===== src/sv/kda_pkg.sv =====
// kda_pkg: shared types, constants and helpers for the keypad debounce
// and auto-repeat block. No dependencies.
package kda_pkg;

  localparam int unsigned KeyCount   = 16;
  localparam int unsigned MaskWidth  = 16;
  localparam int unsigned IndexWidth = 5;
  localparam int unsigned CfgIdxWidth  = 2;
  localparam int unsigned CfgDataWidth = 16;

  // scan covers keys below KeyCount, never beyond the 16-bit mask
  localparam int unsigned ScanBits = (KeyCount < MaskWidth) ? KeyCount : MaskWidth;

  typedef enum logic [CfgIdxWidth-1:0] {
    CfgPressTicks   = 2'd0,
    CfgRepeatStart  = 2'd1,
    CfgRepeatPeriod = 2'd2,
    CfgUnused       = 2'd3
  } cfg_idx_e;

  localparam logic [3:0]  PressTicksRst   = 4'd10;
  localparam logic [15:0] RepeatStartRst  = 16'd1000;
  localparam logic [4:0]  RepeatPeriodRst = 5'd8;

  localparam logic [4:0] DebounceCap = 5'd15;

  typedef struct packed {
    logic [3:0]  press_ticks;
    logic [15:0] repeat_start;
    logic [4:0]  repeat_period_log2;
  } cfg_t;

  typedef struct packed {
    logic                  valid;
    logic [IndexWidth-1:0] key_index;
  } res_t;

  // one-based index of the lowest pressed key, zero when none in range
  function automatic logic [IndexWidth-1:0] lowest_key(logic [MaskWidth-1:0] mask);
    logic [IndexWidth-1:0] idx;
    idx = '0;
    for (int i = int'(ScanBits) - 1; i >= 0; i--) begin
      if (mask[i]) begin
        idx = IndexWidth'(i + 1);
      end
    end
    return idx;
  endfunction

endpackage


===== src/sv/kda_if.sv =====
// kda_if: valid/ready channel interfaces for scan items and key reports.
// Depends on kda_pkg for field widths.
interface kda_in_if;
  logic                         valid;
  logic                         ready;
  logic [kda_pkg::MaskWidth-1:0] first_sample;
  logic [kda_pkg::MaskWidth-1:0] second_sample;

  modport source (output valid, output first_sample, output second_sample, input ready);
  modport sink (input valid, input first_sample, input second_sample, output ready);
endinterface

interface kda_out_if;
  logic                          valid;
  logic                          ready;
  logic [kda_pkg::IndexWidth-1:0] key_index;

  modport source (output valid, output key_index, input ready);
  modport sink (input valid, input key_index, output ready);
endinterface


===== src/sv/keypad_debounce_autorepeat.sv =====
// keypad_debounce_autorepeat: top level, input stage and result register.
// Depends on kda_pkg, kda_if, kda_cfg and kda_track.
//
// Debounced keypad scanner with auto repeat. Each input item is one scan
// tick carrying two 16-bit key masks. A key report (one-based index of the
// lowest pressed key) comes out after press_ticks stable ticks, then repeats
// every 2**repeat_period_log2 ticks once the hold count passes repeat_start.
// The block takes one item per clock unless the result register stalls;
// each item passes through the input register, then the state update into
// the result register. Ticks that report nothing leave no result item.
// Input ready drops only while the result register holds an item that
// downstream has not taken. The user writes configuration through the plain
// write port only while no items are in flight, unchecked by the block.
module keypad_debounce_autorepeat (
  input  logic                              clk_i,
  input  logic                              rst_ni,
  kda_in_if.sink                            in_ch,
  kda_out_if.source                         out_ch,
  input  logic                              cfg_we_i,
  input  logic [kda_pkg::CfgIdxWidth-1:0]  cfg_idx_i,
  input  logic [kda_pkg::CfgDataWidth-1:0] cfg_wdata_i
);

  kda_pkg::cfg_t cfg;
  kda_pkg::res_t res;

  // input stage
  logic                          s1_valid_q;
  logic [kda_pkg::MaskWidth-1:0] s1_first_q;
  logic [kda_pkg::MaskWidth-1:0] s1_second_q;

  // result register
  logic                           out_valid_q;
  logic [kda_pkg::IndexWidth-1:0] out_key_q;

  logic step;
  logic in_take;

  // the staged tick is processed whenever the result slot is free or draining
  assign step     = s1_valid_q && (!out_valid_q || out_ch.ready);
  assign in_ch.ready = !s1_valid_q || step;
  assign in_take  = in_ch.valid && in_ch.ready;

  kda_cfg u_cfg (
    .clk_i       (clk_i),
    .rst_ni      (rst_ni),
    .cfg_we_i    (cfg_we_i),
    .cfg_idx_i   (cfg_idx_i),
    .cfg_wdata_i (cfg_wdata_i),
    .cfg_o       (cfg)
  );

  kda_track u_track (
    .clk_i    (clk_i),
    .rst_ni   (rst_ni),
    .step_i   (step),
    .first_i  (s1_first_q),
    .second_i (s1_second_q),
    .cfg_i    (cfg),
    .res_o    (res)
  );

  always_ff @(posedge clk_i or negedge rst_ni) begin
    if (!rst_ni) begin
      s1_valid_q <= 1'b0;
    end else if (in_take) begin
      s1_valid_q <= 1'b1;
    end else if (step) begin
      s1_valid_q <= 1'b0;
    end
  end

  always_ff @(posedge clk_i) begin
    if (in_take) begin
      s1_first_q  <= in_ch.first_sample;
      s1_second_q <= in_ch.second_sample;
    end
  end

  always_ff @(posedge clk_i or negedge rst_ni) begin
    if (!rst_ni) begin
      out_valid_q <= 1'b0;
    end else if (step) begin
      out_valid_q <= res.valid;
    end else if (out_ch.ready) begin
      out_valid_q <= 1'b0;
    end
  end

  always_ff @(posedge clk_i) begin
    if (step) begin
      out_key_q <= res.key_index;
    end
  end

  assign out_ch.valid     = out_valid_q;
  assign out_ch.key_index = out_key_q;

endmodule


===== src/sv/kda_cfg.sv =====
// kda_cfg: configuration registers behind a plain write port.
// Depends on kda_pkg.
module kda_cfg (
  input  logic                              clk_i,
  input  logic                              rst_ni,
  input  logic                              cfg_we_i,
  input  logic [kda_pkg::CfgIdxWidth-1:0]  cfg_idx_i,
  input  logic [kda_pkg::CfgDataWidth-1:0] cfg_wdata_i,
  output kda_pkg::cfg_t                     cfg_o
);

  kda_pkg::cfg_t cfg_q, cfg_d;

  always_comb begin
    cfg_d = cfg_q;
    if (cfg_we_i) begin
      case (kda_pkg::cfg_idx_e'(cfg_idx_i))
        kda_pkg::CfgPressTicks:   cfg_d.press_ticks        = cfg_wdata_i[3:0];
        kda_pkg::CfgRepeatStart:  cfg_d.repeat_start       = cfg_wdata_i[15:0];
        kda_pkg::CfgRepeatPeriod: cfg_d.repeat_period_log2 = cfg_wdata_i[4:0];
        default: ;
      endcase
    end
  end

  always_ff @(posedge clk_i or negedge rst_ni) begin
    if (!rst_ni) begin
      cfg_q.press_ticks        <= kda_pkg::PressTicksRst;
      cfg_q.repeat_start       <= kda_pkg::RepeatStartRst;
      cfg_q.repeat_period_log2 <= kda_pkg::RepeatPeriodRst;
    end else begin
      cfg_q <= cfg_d;
    end
  end

  assign cfg_o = cfg_q;

endmodule


===== src/sv/kda_track.sv =====
// kda_track: key state (last mask, debounce and hold counts) and the
// per-tick report decision. Depends on kda_pkg.
module kda_track (
  input  logic                            clk_i,
  input  logic                            rst_ni,
  input  logic                            step_i,
  input  logic [kda_pkg::MaskWidth-1:0]  first_i,
  input  logic [kda_pkg::MaskWidth-1:0]  second_i,
  input  kda_pkg::cfg_t                   cfg_i,
  output kda_pkg::res_t                   res_o
);

  logic [kda_pkg::MaskWidth-1:0] last_q, last_d;
  logic [3:0]                    deb_q, deb_d;
  logic [31:0]                   hold_q, hold_d;

  logic [4:0]  limit;
  logic [31:0] hold_base;
  logic [31:0] period_mask;
  logic        report;

  always_comb begin
    last_d    = last_q;
    deb_d     = deb_q;
    hold_d    = hold_q;
    report    = 1'b0;
    limit     = {1'b0, cfg_i.press_ticks} + 5'd1;
    if (limit > kda_pkg::DebounceCap) begin
      limit = kda_pkg::DebounceCap;
    end
    hold_base   = (second_i != last_q) ? 32'd0 : hold_q;
    period_mask = (32'd1 << cfg_i.repeat_period_log2) - 32'd1;

    if (first_i != last_q) begin
      // mask changed: restart debounce on the new pattern
      last_d = first_i;
      deb_d  = '0;
      hold_d = '0;
    end else if (second_i == '0) begin
      last_d = '0;
      deb_d  = '0;
      hold_d = '0;
    end else begin
      if ({1'b0, deb_q} < limit) begin
        deb_d = deb_q + 4'd1;
      end
      hold_d = hold_base + 32'd1;
      if (deb_d == cfg_i.press_ticks) begin
        report = 1'b1;
      end else if (deb_d > cfg_i.press_ticks &&
                   hold_d > {16'd0, cfg_i.repeat_start} &&
                   (hold_d & period_mask) == 32'd0) begin
        report = 1'b1;
      end
    end

    res_o.key_index = kda_pkg::lowest_key(second_i);
    res_o.valid     = report && (res_o.key_index != '0);
  end

  always_ff @(posedge clk_i or negedge rst_ni) begin
    if (!rst_ni) begin
      last_q <= '0;
      deb_q  <= '0;
      hold_q <= '0;
    end else if (step_i) begin
      last_q <= last_d;
      deb_q  <= deb_d;
      hold_q <= hold_d;
    end
  end

endmodule


===== src/flat_wrapper.sv =====
// flat-port wrapper written by rule: the top's interface ports become plain ports
module keypad_debounce_autorepeat_flat 
  (clk_i, rst_ni, cfg_we_i, cfg_idx_i, cfg_wdata_i, in_ch_valid, in_ch_first_sample, in_ch_second_sample, in_ch_ready, out_ch_valid, out_ch_key_index, out_ch_ready);
  kda_in_if in_ch_i ();
  kda_out_if out_ch_i ();
  input  logic clk_i;
  input  logic rst_ni;
  input  logic cfg_we_i;
  input  logic [kda_pkg::CfgIdxWidth-1:0] cfg_idx_i;
  input  logic [kda_pkg::CfgDataWidth-1:0] cfg_wdata_i;
  input wire logic [$bits(in_ch_i.valid)-1:0] in_ch_valid;
  input wire logic [$bits(in_ch_i.first_sample)-1:0] in_ch_first_sample;
  input wire logic [$bits(in_ch_i.second_sample)-1:0] in_ch_second_sample;
  output wire logic [$bits(in_ch_i.ready)-1:0] in_ch_ready;
  output wire logic [$bits(out_ch_i.valid)-1:0] out_ch_valid;
  output wire logic [$bits(out_ch_i.key_index)-1:0] out_ch_key_index;
  input wire logic [$bits(out_ch_i.ready)-1:0] out_ch_ready;
  assign in_ch_i.valid = in_ch_valid;
  assign in_ch_i.first_sample = in_ch_first_sample;
  assign in_ch_i.second_sample = in_ch_second_sample;
  assign in_ch_ready = in_ch_i.ready;
  assign out_ch_valid = out_ch_i.valid;
  assign out_ch_key_index = out_ch_i.key_index;
  assign out_ch_i.ready = out_ch_ready;
  keypad_debounce_autorepeat u_core (.clk_i(clk_i), .rst_ni(rst_ni), .in_ch(in_ch_i), .out_ch(out_ch_i), .cfg_we_i(cfg_we_i), .cfg_idx_i(cfg_idx_i), .cfg_wdata_i(cfg_wdata_i));
endmodule

===== config.mk =====
export PLATFORM = sky130hd
export DESIGN_NAME = keypad_debounce_autorepeat_flat
export DESIGN_NICKNAME = d
export VERILOG_FILES = /design/src/sv/kda_pkg.sv /design/src/sv/kda_if.sv /design/src/sv/keypad_debounce_autorepeat.sv /design/src/sv/kda_cfg.sv /design/src/sv/kda_track.sv /design/src/flat_wrapper.sv
export SDC_FILE = /design/constraint.sdc
export NUM_CORES = 1
export LEC_CHECK = 0
export BUFFER_PORTS_ARGS = -buffer_cell sky130_fd_sc_hd__buf_2
export CORE_MARGIN = 4
export CORE_UTILIZATION = 53
export CTS_CLUSTER_SIZE = 12
export DETAILED_ROUTE_END_ITERATION = 8
export PLACE_DENSITY = 0.71
export SLEW_MARGIN = 20
export SYNTH_ARGS = -nofsm -noshare
export SYNTH_HDL_FRONTEND = slang
export SYNTH_SLANG_ARGS = --single-unit

===== constraint.sdc =====
create_clock -name clk_i -period 9.35 [get_ports clk_i]
set_input_delay 0.935 -clock clk_i [delete_from_list [all_inputs] [get_ports clk_i]]
set_output_delay 0.935 -clock clk_i [all_outputs]
set_load 0.02 [all_outputs]

==> qor.yml <==
layout:
  final_area_um2: 8080
  fillers: 1107
  syn_to_final_growth_pct: 13.5
  nets: 858
  drive_gt1_share_pct: 18.0
  fin_cells: 964
  diodes: 0
outcome:
  status: "finished, final reports clean"
setup_path:
  critical_path.top_delay_family: "simple AND/OR/NAND/NOR gates"
  timing.rr.end: "u_core.out_ch.valid$_DFFE_PN0P_"
  crit_top_cell: "nand4_1"
  r2r_cells: 19
  reg2reg_from: "u_core.s1_second_q[11]$_DFFE_PP_"
  startpoint_type: "register"
  r2r_slack_ns: 3.46
  crit_path_start: "u_core.s1_second_q[11]$_DFFE_PP_"
  critPathArrivalTime_ns: 6.19
  worst-path-buf-inv: 2
  required_ns: 9.65
  cpPeakStageDelay_ns: 0.61
  endpoint_kind: "register"
  critPathSlowestCell: "nor4_1"
  cp_max_fo: 15
  path_cells: "xor2_1 -> nor4_1 -> nand4_1 -> buf_6 -> nor2_1 -> ha_1 -> nand4_1 -> nor4_1 -> xnor2_1 -> nor2_1 -> ha_1 -> nand4_1 -> inv_1 -> a221oi_1 -> a21oi_1 -> a2111oi_0 -> nor4bb_1 -> a32o_1 -> a21oi_1"
  crit_type: "reg2reg"
place:
  gp_routability_congestion: 0.889
  io_buffers: 61
  dp_cells: 931
  hpwl_um: 13100
  placed_area_um2: 7480
worst_hold_path:
  hold_path.class: "reg2reg"
  worst_hold_startpoint: "u_core.u_cfg.cfg_o[16]$_DFFE_PN0P_"
  worstHoldPathCells: 1
  holdPathEnd: "u_core.u_cfg.cfg_o[16]$_DFFE_PN0P_"
routing:
  drt-initial-drc-count: 554
  drt-wirelength-per-cell_um: 19.1
  dr_wl_met2_um: 8480
  drt-met1-wl_um: 8140
  antenna_left: 0
  drc: 0
  dr.pass1.iters: 5
  route.met3.wl_um: 1330
  highest_layer: "met4"
  wirelength_um: 18400
  vias_per_cell: 6.23
  vias: 6007
logic_synthesis:
  synth-edff-count: 37
  async_flop_share_pct: 68.1
  synth_nets: 818
  postSynthAreaPerCell_um2: 9.68
  synthFlopType: "dfrtp_1"
  ys_seq_elements: 116
  synthCells: 735
  syn_area_um2: 7120
  seq_area_frac_synth_pct: 43.5
  ys.warnings.count: 0
  synth.distinct_cells: 68
sta:
  maxSlewViolCount: 0
  layout_min_cycle_time_ns: 5.89
  maxSlewHeadroom_pct: 31.4
  fin_skew_ns: 0.0111
  period_share_pct: 63.0
  tightest_slew_ns: 1.02
  finalSetupTns_ns: 0
  grt_setup_unrepaired: "false"
  hold_viol: 0
  finalSetupViolations: 0
  fmax_mhz: 170
pwr:
  p_per_area_nw_per_um2: 180
  power.total_mw: 1.45
  peakVddDrop_mv: 0.153
  power.leakage_nw: 3.36
global_routing:
  antenna_found_initial: 0
  first_global_vias: 5657
  track_usage_pct: 25.3
  grt_first_pass_wirelength_um: 29700
  overflow: 0
  grt_max_degree: 80
run:
  maxCapViolations: 0
cts:
  cts_sinks: 116
  clockBufferDepth: 2
  cts_setup_buffers: 0
  post_cts_resized: 0
  cts_tree: "done"
  path_clk_slew_ns: 0.06
  root_buffer: "clkbuf_16"
  htreeDepth: 4
  ctsHoldBuffers: 0
  cts_made_buffers: 17
  clkLatencyLatePin_ns: 0.42
floorplan:
  core_um2: 13200
  die_w_um: 124
  die_area_um2: 15300
  die_h_um: 124
  io_pins: 62
  fp-row-count: 42
  initial_core_util_pct: 54.0
## logic make-up (layout without fill, tap and decap cells)
logic type                 count (synthesis)  count (layout)  share of synthesized area (%)
and+or+nand+nor                          248             248                           18.2
AOI/OAI and AO/OA                        179             179                           17.4
DFF                                      116             116                           43.5
buffers and inverters                     78             131                           4.46
xor gates and xnor gates                  61              61                           7.51
adders and majority gates                 28              28                           4.92
muxes                                     25              25                           3.92
## layer usage
layer  track usage (%)  vias up
met4              9.38        0
met1              34.5     2922
met2              39.4      242
met5                 0        -
met3              6.04       35
li1                  -     2808
## sequential cells by signal, indices dropped and copies added (netlist names)
signal,flops
u_core.out_ch.key_index,5
u_core.s1_first_q,16
u_core.u_track.hold_q,32
u_core.s1_valid_q,1
u_core.s1_second_q,16
u_core.u_track.deb_q,4
u_core.u_track.last_q,16
u_core.out_ch.valid,1
u_core.u_cfg.cfg_o,25
## per-stage QoR
stage / util (%) / hold WS (ns) / setup WS, ns
finish: 61.2 / 0.506 / 3.46
CTS: 61.1 / 0.510 / 3.13
floorplan: - / 0.479 / 5.16
global route: 61.2 / 0.523 / 3.02
detailed placement: 56.7 / 0.498 / 3.20
global placement: 56.7 / 0.493 / 3.51
## worst max path at each step
stage / slack [ns] / cells after the start / endpoint
after floorplan: 5.16 / 19 / u_core.out_ch.valid$_DFFE_PN0P_
after detailed placement: 3.20 / 18 / u_core.out_ch.valid$_DFFE_PN0P_
after CTS: 3.13 / 18 / u_core.out_ch.valid$_DFFE_PN0P_
final: 3.46 / 19 / u_core.out_ch.valid$_DFFE_PN0P_
after global placement: 3.51 / 18 / u_core.out_ch.valid$_DFFE_PN0P_
after global routing: 3.02 / 19 / u_core.out_ch.valid$_DFFE_PN0P_
## Yosys cell counts, drive strengths merged (4+ instances only)
master  instances  area, um^2
nand3          26         130
edfxtp         37        1110
clkbuf         33         124
and2            6        37.5
dfstp           9         236
nand4          19         140
nor2           42         158
or2             5        31.3
or3             5        31.3
o41ai           6        60.1
xor2           41         359
o31ai          17         141
nand2          61         229
inv            34         128
nand2b         10        62.6
a211oi          4        30.0
nor3           21         105
a21o            6        45.0
mux2           23         259
o21ai          52         260
a21oi          27         135
nor2b           4        25.0
nor4           25         156
xnor2          20         175
a22oi           4        30.0
and3            4        25.0
dfrtp          70        1750
ha             28         350
buf            11        66.3
or4             8        63.8
a22o           26         228
## cells in the final DEF (no fill, tap or decap), drive strengths merged, types with 5 or more instances in the layout
master  netlist  routed
a21oi        27      27
o31ai        17      17
or4           8       8
nand3        26      26
a22o         26      26
nand2b       10      10
edfxtp       37      37
nand2        61      61
o41ai         6       6
a21o          6       6
dfstp         9       9
nor2         42      42
or2           5       5
nor4         25      25
nor3         21      21
or3           5       5
xnor2        20      20
o21ai        52      52
xor2         41      41
mux2         23      23
inv          34      40
clkbuf       33      18
and2          6       6
ha           28      28
dfrtp        70      70
buf          11      65
nand4        19      19
## layout make-up
| class | instances | area, um^2 | area share, % |
|---|---|---|---|
| clock buffers | 18 | 429 | 5.31 |
| clock inverters | 14 | 145 | 1.80 |
| inverters | 34 | 128 | 1.58 |
| multi-input cells | 541 | 3710 | 45.9 |
| flip-flops and latches | 116 | 3100 | 38.4 |
| well taps | 176 | 220 | 2.73 |
| repair buffers | 65 | 345 | 4.28 |
## power breakdown
part	internal, mW	total (mW)	switching (mW)
logic	0.0875	0.199	0.112
clock network	0.373	0.631	0.258
registers	0.572	0.625	0.0532
total	1.03	1.46	0.423
(Power assumes the default switching activity.)
